`config.mk`:
```
export PLATFORM = sky130hd
export DESIGN_NAME = cmh_calib
export DESIGN_NICKNAME = d
export VERILOG_FILES = /design/src/rtl/assert_macros.svh /design/src/rtl/cmh_pkg.sv /design/src/rtl/cmh_calib.sv
export SDC_FILE = /design/constraint.sdc
export NUM_CORES = 2
export LEC_CHECK = 0
export ABC_AREA = 1
export BUFFER_PORTS_ARGS = -buffer_cell sky130_fd_sc_hd__buf_2
export CAP_MARGIN = 20
export CORE_MARGIN = 1
export CORE_UTILIZATION = 45
export CTS_CLUSTER_DIAMETER = 200
export DETAILED_ROUTE_END_ITERATION = 10
export GPL_ROUTABILITY_DRIVEN = 0
export PLACE_DENSITY = 0.68
export SYNTH_ARGS = -nofsm -noshare
export SYNTH_HDL_FRONTEND = slang
export SYNTH_SLANG_ARGS = --single-unit
```
`constraint.sdc`:
```
create_clock -name clk -period 7.4 [get_ports clk]
set_input_delay 0 -clock clk [delete_from_list [all_inputs] [get_ports clk]]
set_output_delay 0 -clock clk [all_outputs]
set_load 0.05 [all_outputs]
```
`src/rtl/assert_macros.svh`:
```
// Assertion macros for the heading pipeline RTL.
`ifndef ASSERT_MACROS_SVH
`define ASSERT_MACROS_SVH
`ifndef NO_ASSERTIONS
// Clocked check that is switched off while reset is high.
`define CMH_ASSERT(lbl, clk, rst, prop) \
  lbl: assert property (@(posedge clk) disable iff (rst) prop) \
    else $error("%m: check failed");
// Clocked check that also holds through reset.
`define CMH_ASSERT_NR(lbl, clk, prop) \
  lbl: assert property (@(posedge clk) prop) \
    else $error("%m: check failed");
`else
`define CMH_ASSERT(lbl, clk, rst, prop)
`define CMH_ASSERT_NR(lbl, clk, prop)
`endif
`endif

```
`src/rtl/cmh_pkg.sv`:
```
// Types, widths, constants and the arctangent table of the compass heading pipeline.
package cmh_pkg;

  // Number of CORDIC iterations, one pipeline stage each (8 to 24).
  localparam int CORDIC_STEPS = 16;
  localparam int ATAN_ENTRIES = 24;

  // Field widths.
  localparam int RAW_W  = 16;
  localparam int GAIN_W = 18;
  localparam int OFS_W  = 17;
  localparam int DECL_W = 16;
  localparam int HEAD_W = 16;
  localparam int FRAC_W = 16;

  // Calibration product, calibrated sum, CORDIC vector and angle widths.
  localparam int PROD_W = RAW_W + GAIN_W;
  localparam int CAL_W  = PROD_W + 1;
  localparam int VEC_W  = CAL_W + 3;
  localparam int ANG_W  = 33;
  localparam int SUM_W  = HEAD_W + 2;

  // Configuration port.
  localparam int CFG_IDX_W  = 3;
  localparam int CFG_DATA_W = GAIN_W;

  // Angles in hundredths of a degree and in 1/65536 of a hundredth.
  localparam int FULL_TURN = 36000;
  localparam logic signed [ANG_W-1:0] ANG_FULL  = 33'sd2359296000;
  localparam logic signed [ANG_W-1:0] ANG_HALF  = 33'sd1179648000;
  localparam logic [ANG_W-1:0]        ANG_ROUND = 33'd32768;

  // Reset values of the registers.
  localparam logic signed [GAIN_W-1:0] GAIN_ONE = 18'sd65536;

  // Register indexes.
  typedef enum logic [CFG_IDX_W-1:0] {
    REG_GAIN_XX  = 3'd0,
    REG_GAIN_XY  = 3'd1,
    REG_OFFSET_X = 3'd2,
    REG_GAIN_YX  = 3'd3,
    REG_GAIN_YY  = 3'd4,
    REG_OFFSET_Y = 3'd5,
    REG_DECL     = 3'd6
  } cfg_reg_e;

  // Request payloads on the two channels.
  typedef struct packed {
    logic signed [RAW_W-1:0] raw_x;
    logic signed [RAW_W-1:0] raw_y;
  } sample_t;

  typedef struct packed {
    logic [HEAD_W-1:0] heading;
    logic              no_data;
  } result_t;

  // Calibration coefficients handed to the calibration stages.
  typedef struct packed {
    logic signed [GAIN_W-1:0] gain_xx;
    logic signed [GAIN_W-1:0] gain_xy;
    logic signed [OFS_W-1:0]  offset_x;
    logic signed [GAIN_W-1:0] gain_yx;
    logic signed [GAIN_W-1:0] gain_yy;
    logic signed [OFS_W-1:0]  offset_y;
  } cal_cfg_t;

  // Calibrated vector between calibration and CORDIC.
  typedef struct packed {
    logic signed [CAL_W-1:0] cx;
    logic signed [CAL_W-1:0] cy;
    logic                    empty;
  } cal_t;

  // Raw CORDIC angle between CORDIC and the finishing stages.
  typedef struct packed {
    logic signed [ANG_W-1:0] z;
    logic                    empty;
    logic                    zero;
  } ang_t;

  // atan(2^-i) in 1/65536 of a hundredth of a degree, rounded.
  function automatic logic signed [ANG_W-1:0] atan_step(input int idx);
    logic signed [ANG_W-1:0] v;
    case (idx)
      0:       v = 33'sd294912000;
      1:       v = 33'sd174096719;
      2:       v = 33'sd91987925;
      3:       v = 33'sd46694507;
      4:       v = 33'sd23437865;
      5:       v = 33'sd11730358;
      6:       v = 33'sd5866609;
      7:       v = 33'sd2933484;
      8:       v = 33'sd1466764;
      9:       v = 33'sd733385;
      10:      v = 33'sd366693;
      11:      v = 33'sd183346;
      12:      v = 33'sd91673;
      13:      v = 33'sd45837;
      14:      v = 33'sd22918;
      15:      v = 33'sd11459;
      16:      v = 33'sd5730;
      17:      v = 33'sd2865;
      18:      v = 33'sd1432;
      19:      v = 33'sd716;
      20:      v = 33'sd358;
      21:      v = 33'sd179;
      22:      v = 33'sd90;
      23:      v = 33'sd45;
      default: v = '0;
    endcase
    return v;
  endfunction

endpackage

```
`src/rtl/cmh_calib.sv`:
```
// Two-stage affine calibration: four multiplies, then the two row sums.
module cmh_calib import cmh_pkg::*; (
  input  logic     clk,
  input  logic     rst,
  input  cal_cfg_t cfg,
  input  logic     in_valid,
  output logic     in_ready,
  input  sample_t  in_data,
  output logic     out_valid,
  input  logic     out_ready,
  output cal_t     out_data
);

  logic                     prod_valid;
  logic                     prod_empty;
  logic signed [PROD_W-1:0] p_xx;
  logic signed [PROD_W-1:0] p_xy;
  logic signed [PROD_W-1:0] p_yx;
  logic signed [PROD_W-1:0] p_yy;
  logic                     sum_valid;
  logic                     sum_ready;
  cal_t                     sum;
  logic signed [CAL_W-1:0]  ofs_x_ext;
  logic signed [CAL_W-1:0]  ofs_y_ext;

  // A stage takes a new request when it is empty or its contents move on.
  assign sum_ready = !sum_valid || out_ready;
  assign in_ready  = !prod_valid || sum_ready;

  // Offsets are in raw counts, so they are aligned with the Q.16 products.
  assign ofs_x_ext = {{(CAL_W-OFS_W-FRAC_W){cfg.offset_x[OFS_W-1]}}, cfg.offset_x,
                      {FRAC_W{1'b0}}};
  assign ofs_y_ext = {{(CAL_W-OFS_W-FRAC_W){cfg.offset_y[OFS_W-1]}}, cfg.offset_y,
                      {FRAC_W{1'b0}}};

  // Product stage.
  always_ff @(posedge clk) begin
    if (rst) begin
      prod_valid <= 1'b0;
    end else if (in_ready) begin
      prod_valid <= in_valid;
    end
  end

  always_ff @(posedge clk) begin
    if (in_ready && in_valid) begin
      p_xx       <= PROD_W'(in_data.raw_x) * PROD_W'(cfg.gain_xx);
      p_xy       <= PROD_W'(in_data.raw_y) * PROD_W'(cfg.gain_xy);
      p_yx       <= PROD_W'(in_data.raw_x) * PROD_W'(cfg.gain_yx);
      p_yy       <= PROD_W'(in_data.raw_y) * PROD_W'(cfg.gain_yy);
      prod_empty <= (in_data.raw_x == '0) && (in_data.raw_y == '0);
    end
  end

  // Row sum stage.
  always_ff @(posedge clk) begin
    if (rst) begin
      sum_valid <= 1'b0;
    end else if (sum_ready) begin
      sum_valid <= prod_valid;
    end
  end

  always_ff @(posedge clk) begin
    if (sum_ready && prod_valid) begin
      sum.cx    <= CAL_W'(p_xx) + CAL_W'(p_xy) + ofs_x_ext;
      sum.cy    <= CAL_W'(p_yx) + CAL_W'(p_yy) + ofs_y_ext;
      sum.empty <= prod_empty;
    end
  end

  assign out_valid = sum_valid;
  assign out_data  = sum;

endmodule

```
==> impl_results.md <==
- Status: finished clean
- ANT nets after route: 0
- Number of global-route vias before repair: 49800
- Syn. warnings: 0
- Die area: 133000 µm²
- Starting Density: roughly 46%
- # IOs: approximately 220
- Hold Path Sink: p_yx[0]
- DRT iter0 DRCs: around 3400
- Via count: about 47000
- Synth area leader: fa_1
- Area grow syn2layout: 6.10%
- Clk buf depth: 3
- Startpoint types: input pin
- Drt first pass iters: 9
- Distinct cells, synth: 42
- Slew headroom: 29.5%
- Min Tclk post-route: 5.92 ns
- Clock sinks: 210
- Post-DR wirelength/cell: about 17 µm
- Worst hold slack: 0.0178 ns
- R2R Path Start: p_xx[21]
- Largest net degree at the start of global routing: between 70 and 80
- CP Data Required Time: 7.73 ns
- Clock insertion delay at the later pin of the skew report: about 0.57 ns
- Fin Setup TNS: 0 ns
- Post-cts sizing count: 0
- Final Cycle Share: about 80%
- Max Clock Freq: 169 MHz
- Post-route cell area: 62800 µm²
- # fillers: approximately 13000
- Final wirelength: 158 mm
- NumNets Final: 9355
- Setup Skew: 0.0131 ns
- Pins Over Slew Limit: 0
- Total core area: 130000 µm²
- Ys async rst share: 0%
- Share of the synthesized area in the top cell type: 40.5%
- Worst Path Max Fanout: 11
- Cell Area, Placed: 61700 µm²
- Synth Instances: 7542
- Hold-critical path depth: 3
- R2R cell count: 10
- Hold Crit Class: input pin to flip-flop
- Total grt overflow: 0
- Post-synthesis sequential area ratio: between 10% and 20%
- Top-count cell post-synth: inv_1
- Hold_sp: cfg[35]
- Syn_nets: 9324
- DP Worst Slack: 1.35 ns
- Synth Register Bits: 210
- I/O Buffers: 214
- First-pass GRT wire length: 261 mm
- R2R setup slack: 4.52 ns
- Syn avg cell area: 7.84 µm²
- Synth top area cells: fa_1 41%, inv_1 14%, nand2_1 13%
- Die H: 365 µm
- RSZ-0062 raised after global routing: no
- Placement Rows: 132
- Ys flop type: edfxtp_1
- Max H-tree Level: 1
- Clk slew on worst S/H paths: 0.06 ns
- CP Capture Type: flip-flop
- Worst-Margin Slew: 1.06 ns
- Final Worst Setup Slack: 1.48 ns
- Cell Area, Synth: 59200 µm²
- Number of synthesized flops with an enable pin: approximately 210
- Count of final setup violators: 0
- Hpwl dp: 133 mm
- R2r endpoint: out_data[67]
- Die Width: 365 µm
- Tot GR Track Use: 24.8%
- CTS tree: built
- Layout cell share with drive strength beyond 1: a little over 5%
- Final hold vios: 0
- CTS buffer count: 25
- Max-Cap Viols: 0
- Drc violations: 0
- Vias/cell: 5.01
- CTS root buf: clkbuf_16
- Worst EP arrival: 6.25 ns
- Initial antenna violation count: 26
- Top post-synthesis cells by count: 2205 x inv_1, 2066 x nand2_1, 1198 x fa_1
- Critical path class: input pin to flip-flop
-- kinds of logic after synthesis --
family	Yosys count	synth area share (%)
xor+xnor	122	1.81
fa+ha+maj	1640	49.9
flops	210	10.6
buf+inv	2468	15.7
simple gates	2742	18.7
compound gates	360	3.32
-- cell type report --
type / count / area (µm²) / share of cell area, %
Tap cell: 1742 / 2180 / 3.47
Multi-Input combinational cell: 4864 / 43600 / 69.5
Clock buffer: 26 / 629 / 1.00
Antenna cell: 11 / 27.5 / 0.0439
Sequential cell: 210 / 6290 / 10.0
Clock inverter: 18 / 280 / 0.447
Inverter: 2218 / 8330 / 13.3
Timing Repair Buffer: 254 / 1420 / 2.26
-- sequential cells by signal (all words and copies together) (netlist names) --
| register | flops |
|---|---|
| p_xy | 34 |
| prod_empty | 1 |
| out_data | 71 |
| p_xx | 34 |
| out_valid | 1 |
| p_yy | 34 |
| p_yx | 34 |
| prod_valid | 1 |
-- layer usage --
layer	vias to the layer above	GRT usage (%)	wire, µm
met3	292	3.97	11600
met2	1558	42.1	75100
li1	21700	-	-
met5	-	0	195
met4	30	6.22	4360
met1	23200	33.0	66900
-- per-stage QoR --
stage | util [%] | std cells
2_1_floorplan | - | 7542
3_3_place_gp | 47.5 | 9280
3_5_place_dp | 47.5 | 9280
4_1_cts | 48.3 | 9332
5_1_grt | 48.3 | 9332
6_report | 48.3 | 9343
-- what timing repair did --
item,CTS,global route
setup endpoints to repair,0,0
setup buffers,0,0
hold buffers,8,0
endpoints found under the hold margin,6,0
-- worst max path at each step --
stage	start	end	slack (ns)
2_1_floorplan	in_data[3]	p_xy[26]	2.06
3_3_place_gp	in_data[22]	p_xx[25]	1.35
3_5_place_dp	in_data[2]	p_xy[26]	1.35
4_1_cts	in_data[31]	p_yx[32]	1.64
5_1_grt	in_data[31]	p_yx[30]	1.31
6_report	in_data[31]	p_xx[16]	1.48
-- critical path, stage by stage --
cell           delay [ns]
dlygate4sd3_1        0.52
buf_2                0.17
clkinv_1             0.42
or2_2                0.46
fa_1                 0.45
fa_1                 0.49
inv_1                0.05
fa_1                 0.49
fa_1                 0.43
fa_1                 0.50
inv_1                0.05
fa_1                 0.47
inv_1                0.04
ha_1                 0.33
nand2_1              0.13
o21ai_0              0.58
a21oi_1              0.13
nand2_2              0.18
xor2_1               0.34
-- placed cells by master (no fill, tap or decap), types with 6 or more instances in the layout --
cell type / synthesis / final
a21o_1: 8 / 8
a21oi_1: 204 / 203
a21oi_2: 7 / 7
buf_2: 0 / 214
buf_4: 0 / 30
bufinv_16: 0 / 6
clkbuf_16: 0 / 25
diode_2: 0 / 11
dlygate4sd3_1: 0 / 8
edfxtp_1: 208 / 208
fa_1: 1198 / 1198
ha_1: 442 / 442
inv_1: 2205 / 2204
inv_2: 11 / 11
nand2_1: 2066 / 2066
nand2_2: 32 / 32
nand3_1: 175 / 175
nand3b_1: 10 / 10
nand4_1: 60 / 60
nor2_1: 300 / 300
nor2_2: 8 / 8
nor3_1: 32 / 32
nor3_2: 11 / 11
nor4_1: 17 / 17
o21a_1: 6 / 6
o21ai_0: 94 / 94
o21bai_1: 32 / 32
or2_2: 16 / 16
xnor2_1: 26 / 26
xor2_1: 96 / 96
Power is not shown: default switching activity piles up to over one toggle a cycle in this logic, so the estimate is an artifact.
