<file path="src/rtl/assert_macros.svh">
// Assertion macros for the heading pipeline RTL.
`ifndef ASSERT_MACROS_SVH
`define ASSERT_MACROS_SVH
`ifndef NO_ASSERTIONS
// Clocked check that is switched off while reset is high.
`define CMH_ASSERT(lbl, clk, rst, prop) \
  lbl: assert property (@(posedge clk) disable iff (rst) prop) \
    else $error("%m: check failed");
// Clocked check that also holds through reset.
`define CMH_ASSERT_NR(lbl, clk, prop) \
  lbl: assert property (@(posedge clk) prop) \
    else $error("%m: check failed");
`else
`define CMH_ASSERT(lbl, clk, rst, prop)
`define CMH_ASSERT_NR(lbl, clk, prop)
`endif
`endif

</file>
<file path="src/rtl/cmh_pkg.sv">
// Types, widths, constants and the arctangent table of the compass heading pipeline.
package cmh_pkg;

  // Number of CORDIC iterations, one pipeline stage each (8 to 24).
  localparam int CORDIC_STEPS = 16;
  localparam int ATAN_ENTRIES = 24;

  // Field widths.
  localparam int RAW_W  = 16;
  localparam int GAIN_W = 18;
  localparam int OFS_W  = 17;
  localparam int DECL_W = 16;
  localparam int HEAD_W = 16;
  localparam int FRAC_W = 16;

  // Calibration product, calibrated sum, CORDIC vector and angle widths.
  localparam int PROD_W = RAW_W + GAIN_W;
  localparam int CAL_W  = PROD_W + 1;
  localparam int VEC_W  = CAL_W + 3;
  localparam int ANG_W  = 33;
  localparam int SUM_W  = HEAD_W + 2;

  // Configuration port.
  localparam int CFG_IDX_W  = 3;
  localparam int CFG_DATA_W = GAIN_W;

  // Angles in hundredths of a degree and in 1/65536 of a hundredth.
  localparam int FULL_TURN = 36000;
  localparam logic signed [ANG_W-1:0] ANG_FULL  = 33'sd2359296000;
  localparam logic signed [ANG_W-1:0] ANG_HALF  = 33'sd1179648000;
  localparam logic [ANG_W-1:0]        ANG_ROUND = 33'd32768;

  // Reset values of the registers.
  localparam logic signed [GAIN_W-1:0] GAIN_ONE = 18'sd65536;

  // Register indexes.
  typedef enum logic [CFG_IDX_W-1:0] {
    REG_GAIN_XX  = 3'd0,
    REG_GAIN_XY  = 3'd1,
    REG_OFFSET_X = 3'd2,
    REG_GAIN_YX  = 3'd3,
    REG_GAIN_YY  = 3'd4,
    REG_OFFSET_Y = 3'd5,
    REG_DECL     = 3'd6
  } cfg_reg_e;

  // Request payloads on the two channels.
  typedef struct packed {
    logic signed [RAW_W-1:0] raw_x;
    logic signed [RAW_W-1:0] raw_y;
  } sample_t;

  typedef struct packed {
    logic [HEAD_W-1:0] heading;
    logic              no_data;
  } result_t;

  // Calibration coefficients handed to the calibration stages.
  typedef struct packed {
    logic signed [GAIN_W-1:0] gain_xx;
    logic signed [GAIN_W-1:0] gain_xy;
    logic signed [OFS_W-1:0]  offset_x;
    logic signed [GAIN_W-1:0] gain_yx;
    logic signed [GAIN_W-1:0] gain_yy;
    logic signed [OFS_W-1:0]  offset_y;
  } cal_cfg_t;

  // Calibrated vector between calibration and CORDIC.
  typedef struct packed {
    logic signed [CAL_W-1:0] cx;
    logic signed [CAL_W-1:0] cy;
    logic                    empty;
  } cal_t;

  // Raw CORDIC angle between CORDIC and the finishing stages.
  typedef struct packed {
    logic signed [ANG_W-1:0] z;
    logic                    empty;
    logic                    zero;
  } ang_t;

  // atan(2^-i) in 1/65536 of a hundredth of a degree, rounded.
  function automatic logic signed [ANG_W-1:0] atan_step(input int idx);
    logic signed [ANG_W-1:0] v;
    case (idx)
      0:       v = 33'sd294912000;
      1:       v = 33'sd174096719;
      2:       v = 33'sd91987925;
      3:       v = 33'sd46694507;
      4:       v = 33'sd23437865;
      5:       v = 33'sd11730358;
      6:       v = 33'sd5866609;
      7:       v = 33'sd2933484;
      8:       v = 33'sd1466764;
      9:       v = 33'sd733385;
      10:      v = 33'sd366693;
      11:      v = 33'sd183346;
      12:      v = 33'sd91673;
      13:      v = 33'sd45837;
      14:      v = 33'sd22918;
      15:      v = 33'sd11459;
      16:      v = 33'sd5730;
      17:      v = 33'sd2865;
      18:      v = 33'sd1432;
      19:      v = 33'sd716;
      20:      v = 33'sd358;
      21:      v = 33'sd179;
      22:      v = 33'sd90;
      23:      v = 33'sd45;
      default: v = '0;
    endcase
    return v;
  endfunction

endpackage

</file>
<file path="src/rtl/cmh_finish.sv">
// Angle wrap, rounding to hundredths, and the declination add, one stage each.
module cmh_finish import cmh_pkg::*; (
  input  logic                     clk,
  input  logic                     rst,
  input  logic signed [DECL_W-1:0] decl,
  input  logic                     in_valid,
  output logic                     in_ready,
  input  ang_t                     in_data,
  output logic                     out_valid,
  input  logic                     out_ready,
  output result_t                  out_data
);

  logic                    v1;
  logic                    v2;
  logic                    v3;
  logic                    r2;
  logic                    r3;
  logic [ANG_W-2:0]        zw;
  logic                    empty1;
  logic                    empty2;
  logic [HEAD_W-1:0]       h2;
  logic [ANG_W-1:0]        z_round;
  logic signed [SUM_W-1:0] h_sum;
  logic [HEAD_W-1:0]       h_next;
  result_t                 res;

  assign r3       = !v3 || out_ready;
  assign r2       = !v2 || r3;
  assign in_ready = !v1 || r2;

  // Wrap stage: a negative angle gets a full turn; no data or a zero vector gives 0.
  always_ff @(posedge clk) begin
    if (rst) begin
      v1 <= 1'b0;
    end else if (in_ready) begin
      v1 <= in_valid;
    end
  end

  always_ff @(posedge clk) begin
    if (in_ready && in_valid) begin
      if (in_data.empty || in_data.zero) begin
        zw <= '0;
      end else if (in_data.z[ANG_W-1]) begin
        zw <= (ANG_W-1)'(in_data.z + ANG_FULL);
      end else begin
        zw <= (ANG_W-1)'(in_data.z);
      end
      empty1 <= in_data.empty;
    end
  end

  // Round stage: half up to hundredths, with a full turn folded back to 0.
  assign z_round = {1'b0, zw} + ANG_ROUND;

  always_ff @(posedge clk) begin
    if (rst) begin
      v2 <= 1'b0;
    end else if (r2) begin
      v2 <= v1;
    end
  end

  always_ff @(posedge clk) begin
    if (r2 && v1) begin
      if (z_round[FRAC_W+HEAD_W-1:FRAC_W] == HEAD_W'(FULL_TURN)) begin
        h2 <= '0;
      end else begin
        h2 <= z_round[FRAC_W+HEAD_W-1:FRAC_W];
      end
      empty2 <= empty1;
    end
  end

  // Declination stage: add and wrap once by a full turn.
  assign h_sum = SUM_W'({2'b00, h2}) + SUM_W'(decl);

  always_comb begin
    if (h_sum[SUM_W-1]) begin
      h_next = HEAD_W'(h_sum + SUM_W'(FULL_TURN));
    end else if (h_sum >= SUM_W'(FULL_TURN)) begin
      h_next = HEAD_W'(h_sum - SUM_W'(FULL_TURN));
    end else begin
      h_next = HEAD_W'(h_sum);
    end
  end

  always_ff @(posedge clk) begin
    if (rst) begin
      v3 <= 1'b0;
    end else if (r3) begin
      v3 <= v2;
    end
  end

  always_ff @(posedge clk) begin
    if (r3 && v2) begin
      res.heading <= h_next;
      res.no_data <= empty2;
    end
  end

  assign out_valid = v3;
  assign out_data  = res;

endmodule

</file>
<file path="config.mk">
export PLATFORM = sky130hd
export DESIGN_NAME = cmh_finish
export DESIGN_NICKNAME = d
export VERILOG_FILES = /design/src/rtl/assert_macros.svh /design/src/rtl/cmh_pkg.sv /design/src/rtl/cmh_finish.sv
export SDC_FILE = /design/constraint.sdc
export NUM_CORES = 1
export LEC_CHECK = 0
export ABC_AREA = 1
export BUFFER_PORTS_ARGS = -buffer_cell sky130_fd_sc_hd__buf_2
export CORE_MARGIN = 3
export CORE_UTILIZATION = 35
export CTS_CLUSTER_SIZE = 16
export DETAILED_ROUTE_END_ITERATION = 8
export PLACE_DENSITY = 0.6
export SYNTH_ARGS = -nofsm -noshare
export SYNTH_HDL_FRONTEND = slang
export SYNTH_SLANG_ARGS = --single-unit
</file>
<file path="constraint.sdc">
create_clock -name clk -period 3.1 [get_ports clk]
set_clock_uncertainty 0.1 [all_clocks]
set_input_delay 0.31 -clock clk [delete_from_list [all_inputs] [get_ports clk]]
set_output_delay 0.31 -clock clk [all_outputs]
set_load 0.05 [all_outputs]
</file>
==> impl_results.md, run 1 <==
- Crit Path Class: register to register
- Power Internal: 1.39 mW
- Top Family by Delay on Critical Path: simple AND/OR/NAND/NOR gates
- #FFs+latches synth: 55
- Filler Cells Inserted: 1244
- Crit path capture type: register
- Commonest non-fill, non-tap cell in the layout: nand2_1
- Pre-antenna DRT Iters: 4
- Routed WL: 9.82 mm
- CTS clk-pin slew, worst paths: 0.07 ns
- Seq/Total Area, Yosys: 37.3%
- Worst Path Buf+Inv: 2
- Post-Syn Area: 4350 sq um
- CTS max path bufs: 2
- TritonCTS clock tree: built
- Core Area: 12100 sq um
- Mapped Nets: 663
- Library cells used by synthesis: 41
- Async SR Flop Fraction: 0%
- Worst-margin pin slew: 0.635 ns
- Vias: 3860
- FF/Latch Area: 1620 sq um
- Achievable frequency: 355 MHz
- Final hold vios: 0
- PortBufs: 58
- Clk_lat worst skew: 0.30 ns
- Worst EP arrival: 2.79 ns
- Row cnt: 40
- First-pass GRT wire length: 16.8 mm
- Relative slew slack: 57.6%
- Antenna violations before repair: 0
- Clk pwr share: 27.5%
- Antenna Nets Post-Route: 0
- Fin nets: 727
- Worst setup SP type: register
- PwrDens: 425 nW/um^2
- CTS Buf Count: 5
- # DRC: 0
- Leakage: 2.40 nW
- Post-Syn Area per Cell: 7.42 sq um
- RSZ-0062 raised after global routing: false
- Period utilisation layout: 90.8%
- Area Overhead vs Synth: 15.4%
- Num ports: 74
- Fin cells: 820
- Starting Density: 36.1%
- Share of cells above drive strength 1: 19.4%
- Tmin final: 2.81 ns
- Flop pwr share: 41.3%
- Cts hold-fix bufs: 0
- Multi-input logic area: 2390 sq um
- Largest net degree at the start of global routing: 19
- Vias per inst: 4.71
- Avg WL per Cell: 12.0 microns
- Cell count after synthesis: 586
- Synth warn: 0
- Reg2Reg Depth: 16
- Placed Cells incl. Taps: 811
- H-tree Lvls: 2
- Cell Chain, Critical Path: ha_1, fa_2, nand2_1, nand3_1, nand2_1, nand2_1, ha_1, nand3b_1, nand3_1, nand2_1, nand3_1, nand2_1, inv_1, nand3_1, nand2_1, inv_1
- All-Layer GR Usage: 14.7%
- Most numerous cell on the critical path: nand2_1
- Outcome: complete, no violations
- NetSw: 0.743 mW
- Worst path slowest cell: fa_2
- Gr ovfl total: 0
- Hold depth: 2
- Crit. path cell count: 16
- Max-cap violation count: 0
- Most frequent cells in the layout: nand2_1 (177), inv_1 (79), nand3_1 (61)
- Die Ht: 117 microns
- Sink Count: 55
- Ys flop type: edfxtp_1
- DP Wirelength: 8.10 mm
- Final setup TNS: 0 ns
- Final setup viols: 0
- Worst hold path class: input pin to register
- Die ar.: 13800 sq um
- Pins Over Slew Limit: 0
- Clk root buf: clkbuf_16
- Crit path required time: 3.07 ns
- Die width: 117 microns
- Setup repair bufs after CTS: 0
- Number of synthesized flops with an enable pin: 52
- Max rail drop VDD: 0.292 mV
- Vias in the first global route: 3817
- DRT iter0 DRCs: 150
- Combinational Power Share: 31.2%
- Worst-path fanout max: 4
- GP Congestion: 0.913
- Sw Share: 34.8%
- Largest stage delay, worst path: 0.39 ns
==> final cells by class <==
type / instances / share of cell area [%]
multi-input cells: 439 / 47.6
flip-flops and latches: 55 / 32.3
inverters: 87 / 6.56
repair buffers: 62 / 6.38
well taps: 168 / 4.19
clock buffers: 6 / 2.57
clock inverters: 2 / 0.324
diodes: 1 / 0.0499
==> synth_stat cells (4+ instances only) <==
cell type  count  area [sq um]
ha_1          21           263
nor3_1        17          85.1
nand2_2       18           113
nor2_2         7          43.8
nor2_1        33           124
xor2_1        15           131
nand2_1      177           664
a21oi_1       30           150
inv_2          6          22.5
nand4_1       10          62.6
edfxtp_1      52          1560
clkbuf_1       4          15.0
xnor2_1        4          35.0
nor2_4         4          45.0
nand3_1       61           305
o21ai_0        5          25.0
nand2_4        5          56.3
inv_1         79           297
==> per-layer routing <==
layer,up-vias,GRT usage [%],routed length (microns),share of wire [%]
met2,68,27.6,5010,51
met1,1717,16.4,4210,43
met5,-,0,0,0
met4,0,5.49,212,2.2
met3,17,2.74,391,4.0
li1,2058,-,-,-
==> final timing paths <==
check         start  slack [ns]           end
min reg2reg  empty2        0.32   out_data[0]
max reg2reg   h2[0]        0.29  out_data[16]
max           h2[0]        0.29  out_data[16]
min             rst        0.09     out_valid
==> power by group through the flow <==
stage                     sequential (mW)  clock, mW  combinational, mW
final                               0.882      0.588              0.665
after global routing                0.886      0.633              0.761
after CTS                           0.882      0.605              0.666
after detailed placement            0.899          0              0.663
after global placement              0.898          0              0.656
after floorplan                     0.940          0              0.460
==> cell families after synthesis <==
kind of cell               count (synthesis)  share of synthesized area [%]
adders and majority gates                 22                           6.50
AOI/OAI and AO/OA                         49                           6.67
and+or+nand+nor                          347                           37.1
DFF                                       55                           37.3
xor gates and xnor gates                  20                           4.20
buffers and inverters                     92                           8.02
muxes                                      1                          0.259
==> sequential cells by signal (all words and copies together) (netlist names) <==
name / cells
empty2: 1
zw: 17
out_data: 17
v2: 1
out_valid: 1
h2: 16
empty1: 1
v1: 1
==> timing repair <==
action                                 CTS  global route
endpoints found under the hold margin    0             0
setup endpoints to repair                0             4
resized for setup                        0             3
==> metrics by stage <==
step / hold slack (ns) / instance area, sq um / total power [mW] / util, % / setup slack (ns)
global route: 0.0934 / 5020 / 2.28 / 41.6 / 0.0131
CTS: 0.0806 / 5010 / 2.15 / 41.5 / 0.183
floorplan: 0.279 / 4350 / 1.40 / - / 0.430
detailed placement: 0.308 / 4860 / 1.56 / 40.3 / 0.132
finish: 0.0891 / 5020 / 2.13 / 41.6 / 0.285
global placement: 0.311 / 4860 / 1.55 / 40.3 / 0.142
==> worst register-to-register path, delay by kind of cell (launching register included) <==
| kind | cells | cell delay, ns |
|---|---|---|
| and+or+nand+nor | 11 | 1.20 |
| adders and majority gates | 3 | 0.84 |
| DFF | 1 | 0.37 |
| buffers and inverters | 2 | 0.09 |
Note: power is estimated with default switching activity, not from simulation.
==> run 2, diff against run 1 <==
Settings changed: CORE_UTILIZATION 35 to 49, PLACE_DENSITY 0.6 to 0.77.
==> run 2 against run 1 <==
First-iteration DRC count fell by 2.7%. Final cell count fell by 8.0%. Non-clock buffer count fell by 2. Die area fell by 27%. Sequential power barely moved. Flip-flop and latch count did not move. Count of clock-buffer cells in the layout did not move. Global-route usage rose by 4.6 points. Highest routed layer unchanged.
==> impl_results.md, run 2 (synthesized netlist as in run 1, its figures left out) <==
- Die width: 100 microns
- Final setup viols: 0
- PwrDens: 401 nW/um^2
- Largest stage delay, worst path: 0.39 ns
- Achievable frequency: 346 MHz
- PortBufs: 58
- Vias per inst: 5.22
- GR Util met1: 20.4%
- DP Wirelength: 7.88 mm
- Hold slack: 0.0794 ns
- Worst Path Buf+Inv: 0
- Crit path capture type: register
- Cts hold-fix bufs: 0
- CTS max path bufs: 2
- Tmin final: 2.89 ns
- Commonest non-fill, non-tap cell in the layout: nand2_1
- Clk root buf: clkbuf_8
- Fin nets: 725
- Setup repair bufs after CTS: 0
- Starting Density: 51.6%
- Worst EP arrival: 2.87 ns
- Outcome: complete, no violations
- Crit Path Class: register to register
- Top Family by Delay on Critical Path: simple AND/OR/NAND/NOR gates
- Max-cap violation count: 0
- Met3 usage: 3.13%
- Routed WL: 9.49 mm
- N_diodes: 0
- Leakage: 2.36 nW
- CTS Buf Count: 5
- CTS clk-pin slew, worst paths: 0.11 ns
- Row cnt: 33
- GP Congestion: 0.874
- Worst-path fanout max: 5
- Worst hold path class: input pin to register
- Pre-antenna DRT Iters: 4
- Period utilisation layout: 93.2%
- Max rail drop VDD: 0.177 mV
- RSZ-0062 raised after global routing: false
- Largest net degree at the start of global routing: 19
- Filler Cells Inserted: 793
- Grt met2 use: 37.2%
- Avg WL per Cell: 12.6 microns
- Worst-margin pin slew: 0.693 ns
- Pins Over Slew Limit: 0
- Cell Chain, Critical Path: ha_2, fa_2, nand3_1, nand3_1, nand2_1, nand2_2, xor2_1, nand2_1, o21ai_0, nand4_1, nand3_1, nand2_1
- H-tree Lvls: 2
- Antenna violations before repair: 0
- DRT iter0 DRCs: 146
- Relative slew slack: 53.4%
- Final setup TNS: 0 ns
- Final hold vios: 0
- Area Overhead vs Synth: 12.1%
- Die ar.: 10000 sq um
- Die Ht: 100 microns
- # DRC: 0
- Most frequent cells in the layout: nand2_1 (177), inv_1 (79), nand3_1 (61)
- Num ports: 74
- Crit path required time: 3.09 ns
- Clk_lat worst skew: 0.31 ns
- Vias in the first global route: 3825
- Antenna Nets Post-Route: 0
- Share of cells above drive strength 1: 19.0%
- Worst setup SP type: register
- Sink Count: 55
- Gr ovfl total: 0
- Worst path slowest cell: edfxtp_1
- CTS resizes: 0
- Core Area: 8420 sq um
- First-pass GRT wire length: 15.8 mm
- All-Layer GR Usage: 19.2%
- TritonCTS clock tree: built
- Vias: 3933
- Busiest grt layer: met2
==> run 2: area by class of cell <==
cell class	count	area, sq um	area share [%]
Timing Repair Buffer	60	305	6.26
Sequential cell	55	1620	33.3
Tap cell	105	131	2.69
Clock buffer	6	72.6	1.49
Multi-Input combinational cell	439	2400	49.2
Inverter	87	329	6.75
Clock inverter	2	16.3	0.334
==> run 2: layer usage <==
metal	wire, microns	share of wire (%)
met1	3890	41
met2	4970	52
met3	357	3.8
met4	271	2.9
met5	0	0
==> run 2: worst paths after layout <==
check / startpoint / to / slack, ns / cells after the start
min reg2reg: empty1 / empty2 / 0.33 / 0
min: rst / out_valid / 0.08 / 2
max reg2reg: h2[0] / out_data[15] / 0.21 / 12
max: h2[0] / out_data[15] / 0.21 / 12
==> run 2: through the flow <==
stage / instances / worst slack (ns) / area (sq um) / power, mW / utilization [%]
floorplan: 586 / 0.430 / 4350 / 1.40 / -
CTS: 754 / 0.133 / 4860 / 1.96 / 57.7
detailed placement: 746 / 0.0906 / 4770 / 1.55 / 56.6
finish: 754 / 0.211 / 4880 / 1.96 / 57.9
global placement: 746 / 0.132 / 4770 / 1.54 / 56.6
global route: 754 / 0.0108 / 4880 / 2.08 / 57.9
==> run 2: report_power, final <==
| part | internal [mW] | total, mW | switching (mW) |
|---|---|---|---|
| clock network | 0.163 | 0.412 | 0.249 |
| logic | 0.219 | 0.663 | 0.444 |
| registers | 0.867 | 0.881 | 0.0141 |
==> run 3, diff against run 2 <==
Settings changed: ABC_AREA 1 to 0, PLACE_DENSITY 0.77 to 0.78.
==> run 3 against run 2 <==
The flow now finishes with violations (negative setup slack). Largest cell class unchanged. First-iteration DRC count decreased by 23%. Highest routed layer unchanged. Final cell count fell by 26%. Worst setup slack got worse by 0.45 ns. Critical path type unchanged. Final area down 4.5%.
==> impl_results.md, run 3 <==
- All-Layer GR Usage: 16.7%
- Library cells used by synthesis: 69
- DR top layer: met4
- Util after Layout: 63.9%
- Num ports: 74
- Post-Syn Area per Cell: 10.6 sq um
- Crit path required time: 3.06 ns
- Number of synthesized flops with an enable pin: 52
- Power, Total: 2.11 mW
- FF/Latch Area: 1620 sq um
- CTS max path bufs: 2
- Seq/Total Area, Yosys: 43.8%
- Core Area: 7290 sq um
- Worst EP arrival: 3.31 ns
- DP Wirelength: 5.68 mm
- Metal1 wirelength: 2.75 mm
- Most frequent cells in the layout: buf_2 (58), edfxtp_1 (52), buf_4 (48)
- Gr ovfl total: 0
- Async SR Flop Fraction: 0%
- Post-synth top area share: 42.2%
- Vias in the first global route: 2848
- N_diodes: 0
- Cell count after synthesis: 349
- Worst R2R End: out_data[13]
- PortBufs: 58
- Most frequent cell after synthesis: edfxtp_1
- Clk root buf: clkbuf_8
- Area Overhead vs Synth: 25.9%
- Largest stage delay, worst path: 0.39 ns
- Crit path capture type: register
- Crit path to: out_data[13]
- Final hold vios: 0
- Clk_lat worst skew: 0.31 ns
- Relative slew slack: 33.7%
- Crit. path cell count: 12
- Outcome: finished with violations
- Starting Density: 50.8%
- DRT iter0 DRCs: 112
- Worst-path fanout max: 10
- Die width: 92.9 microns
- Fin nets: 533
- PwrDens: 454 nW/um^2
- #FFs+latches synth: 55
- Row cnt: 31
- Commonest non-fill, non-tap cell in the layout: buf_2
- Period utilisation layout: 108%
- Max-cap violation count: 0
- Top cells by count, synth: edfxtp_1 (52), nor2_1 (35), xor2_1 (25)
- Final worst setup slack: -0.244 ns
- Worst Path Buf+Inv: 1
- Largest net degree at the start of global routing: 20
- Cell Chain, Critical Path: ha_2, fa_2, a21o_1, a221oi_4, o211a_4, o31ai_2, a31o_1, or3b_1, a22oi_2, buf_6, o22ai_1, xnor2_1
- Top Family by Delay on Critical Path: compound AO/OA/AOI/OAI gates
- Vias: 2999
- Critical Path Source: h2[0]
- Cell taking the most area after synthesis: edfxtp_1
- Flop2flop setup slack: -0.24 ns
- Die ar.: 8630 sq um
- Final setup viols: 11
- Vias per inst: 5.39
- Crit Path Class: register to register
- Pre-antenna DRT Iters: 4
- Avg WL per Cell: 12.5 microns
- CTS Buf Count: 5
- Worst path slowest cell: edfxtp_1
- Leakage: 1.89 nW
- Share of cells above drive strength 1: 32.6%
- Post-Syn Area: 3700 sq um
- Met2 routed WL: 3.82 mm
- Ys flop type: edfxtp_1
- Achievable frequency: 299 MHz
- First-pass GRT wire length: 11.8 mm
- # DRC: 0
- Routed WL: 6.97 mm
- Reg2Reg Depth: 12
- Final setup TNS: -2.00 ns
- Fin cells: 556
- GP Congestion: 0.892
- TritonCTS clock tree: built
- Tmin final: 3.34 ns
- Placed Area: 4480 sq um
- Antenna Nets Post-Route: 0
- Placed Cells incl. Taps: 546
- Worst setup SP type: register
- Die Ht: 92.9 microns
- Sink Count: 55
- Max rail drop VDD: 0.297 mV
- Antenna violations before repair: 0
- WL met3: 251 microns
- Final Cell Area: 4660 sq um
- Worst-margin pin slew: 0.992 ns
- Top cells by area, synth: edfxtp_1 (42%), ha_1 (7.1%), xor2_1 (5.9%)
- Synth warn: 0
- Pins Over Slew Limit: 0
- Filler Cells Inserted: 602
- Failing checks: negative setup slack
- RSZ-0062 raised after global routing: true
- Multi-input logic area: 2110 sq um
- R2r startpoint: h2[0]
- H-tree Lvls: 2
- Mapped Nets: 426
- CTS clk-pin slew, worst paths: 0.11 ns
- Worst hold path class: input pin to register
## run 3: cell count changes in the layout (fill, tap and decap cells not counted), moves of 8 or more
| cell | change |
|---|---|
| xor2_1 | +10 |
| a21oi_1 | -11 |
| nand2_1 | -157 |
| nor3_1 | -12 |
| inv_1 | -70 |
| a21o_1 | +8 |
| nand3_1 | -40 |
| nand2_2 | -18 |
| and2_1 | +9 |
| buf_4 | +46 |
| xnor2_1 | +14 |
## run 3: how the worst min path moves through the flow
stage / cells after the start / end / from / slack [ns]
final: 2 / v1 / rst / 0.07
after CTS: 2 / v1 / rst / 0.07
after global placement: 0 / empty2 / empty1 / 0.31
after global routing: 2 / out_valid / rst / 0.08
after detailed placement: 0 / empty2 / empty1 / 0.33
after floorplan: 1 / v1 / rst / 0.28
## run 3: power by group
part | switching [mW] | internal (mW)
combinational | 0.412 | 0.364
clock | 0.253 | 0.168
sequential | 0.0257 | 0.890
## run 3: layout make-up
class                      count  share of cell area, %
clock buffer                   5                   1.48
multi-input combinational    276                   45.2
inverter                      10                  0.806
clock inverter                 3                  0.591
sequential                    55                   34.8
timing repair buffer         108                   14.5
tap                           99                   2.66
## run 3: routing by layer
layer	global-route usage, %	vias to the layer above
li1	-	1521
met1	17.9	1394
met2	32.9	67
met5	0	-
met3	2.19	17
met4	6.11	0
## run 3: cells by family after synthesis
kind of cell | share of synthesized area (%)
buffers and inverters | 2.20
AO/OA/AOI/OAI | 16.7
multiplexers | 0.575
XOR/XNOR | 11.3
AND/OR/NAND/NOR | 17.8
adder cells (fa/ha/maj) | 7.64
flip-flops | 43.8
## run 3: timing repair
action / 4_1_cts / 5_1_grt
setup buffers: 1 / 1
hold buffers: 0 / 0
gates resized for setup: 6 / 8
pin swaps: 5 / 5
setup endpoints to repair: 11 / 11
## run 3: worst register-to-register path: cells and delay by family, from the launching register on
kind,cells,cell delay [ns]
AOI/OAI and AO/OA,7,1.37
adders and majority gates,2,0.55
DFF,1,0.39
and+or+nand+nor,1,0.36
buffers and inverters,1,0.16
xor gates and xnor gates,1,0.16
## run 3: metrics by stage
stage | hold slack [ns] | worst slack, ns
after floorplan | 0.279 | -0.132
after global placement | 0.308 | -0.221
after detailed placement | 0.327 | -0.277
after CTS | 0.0706 | -0.252
after global routing | 0.0777 | -0.423
final | 0.0734 | -0.244
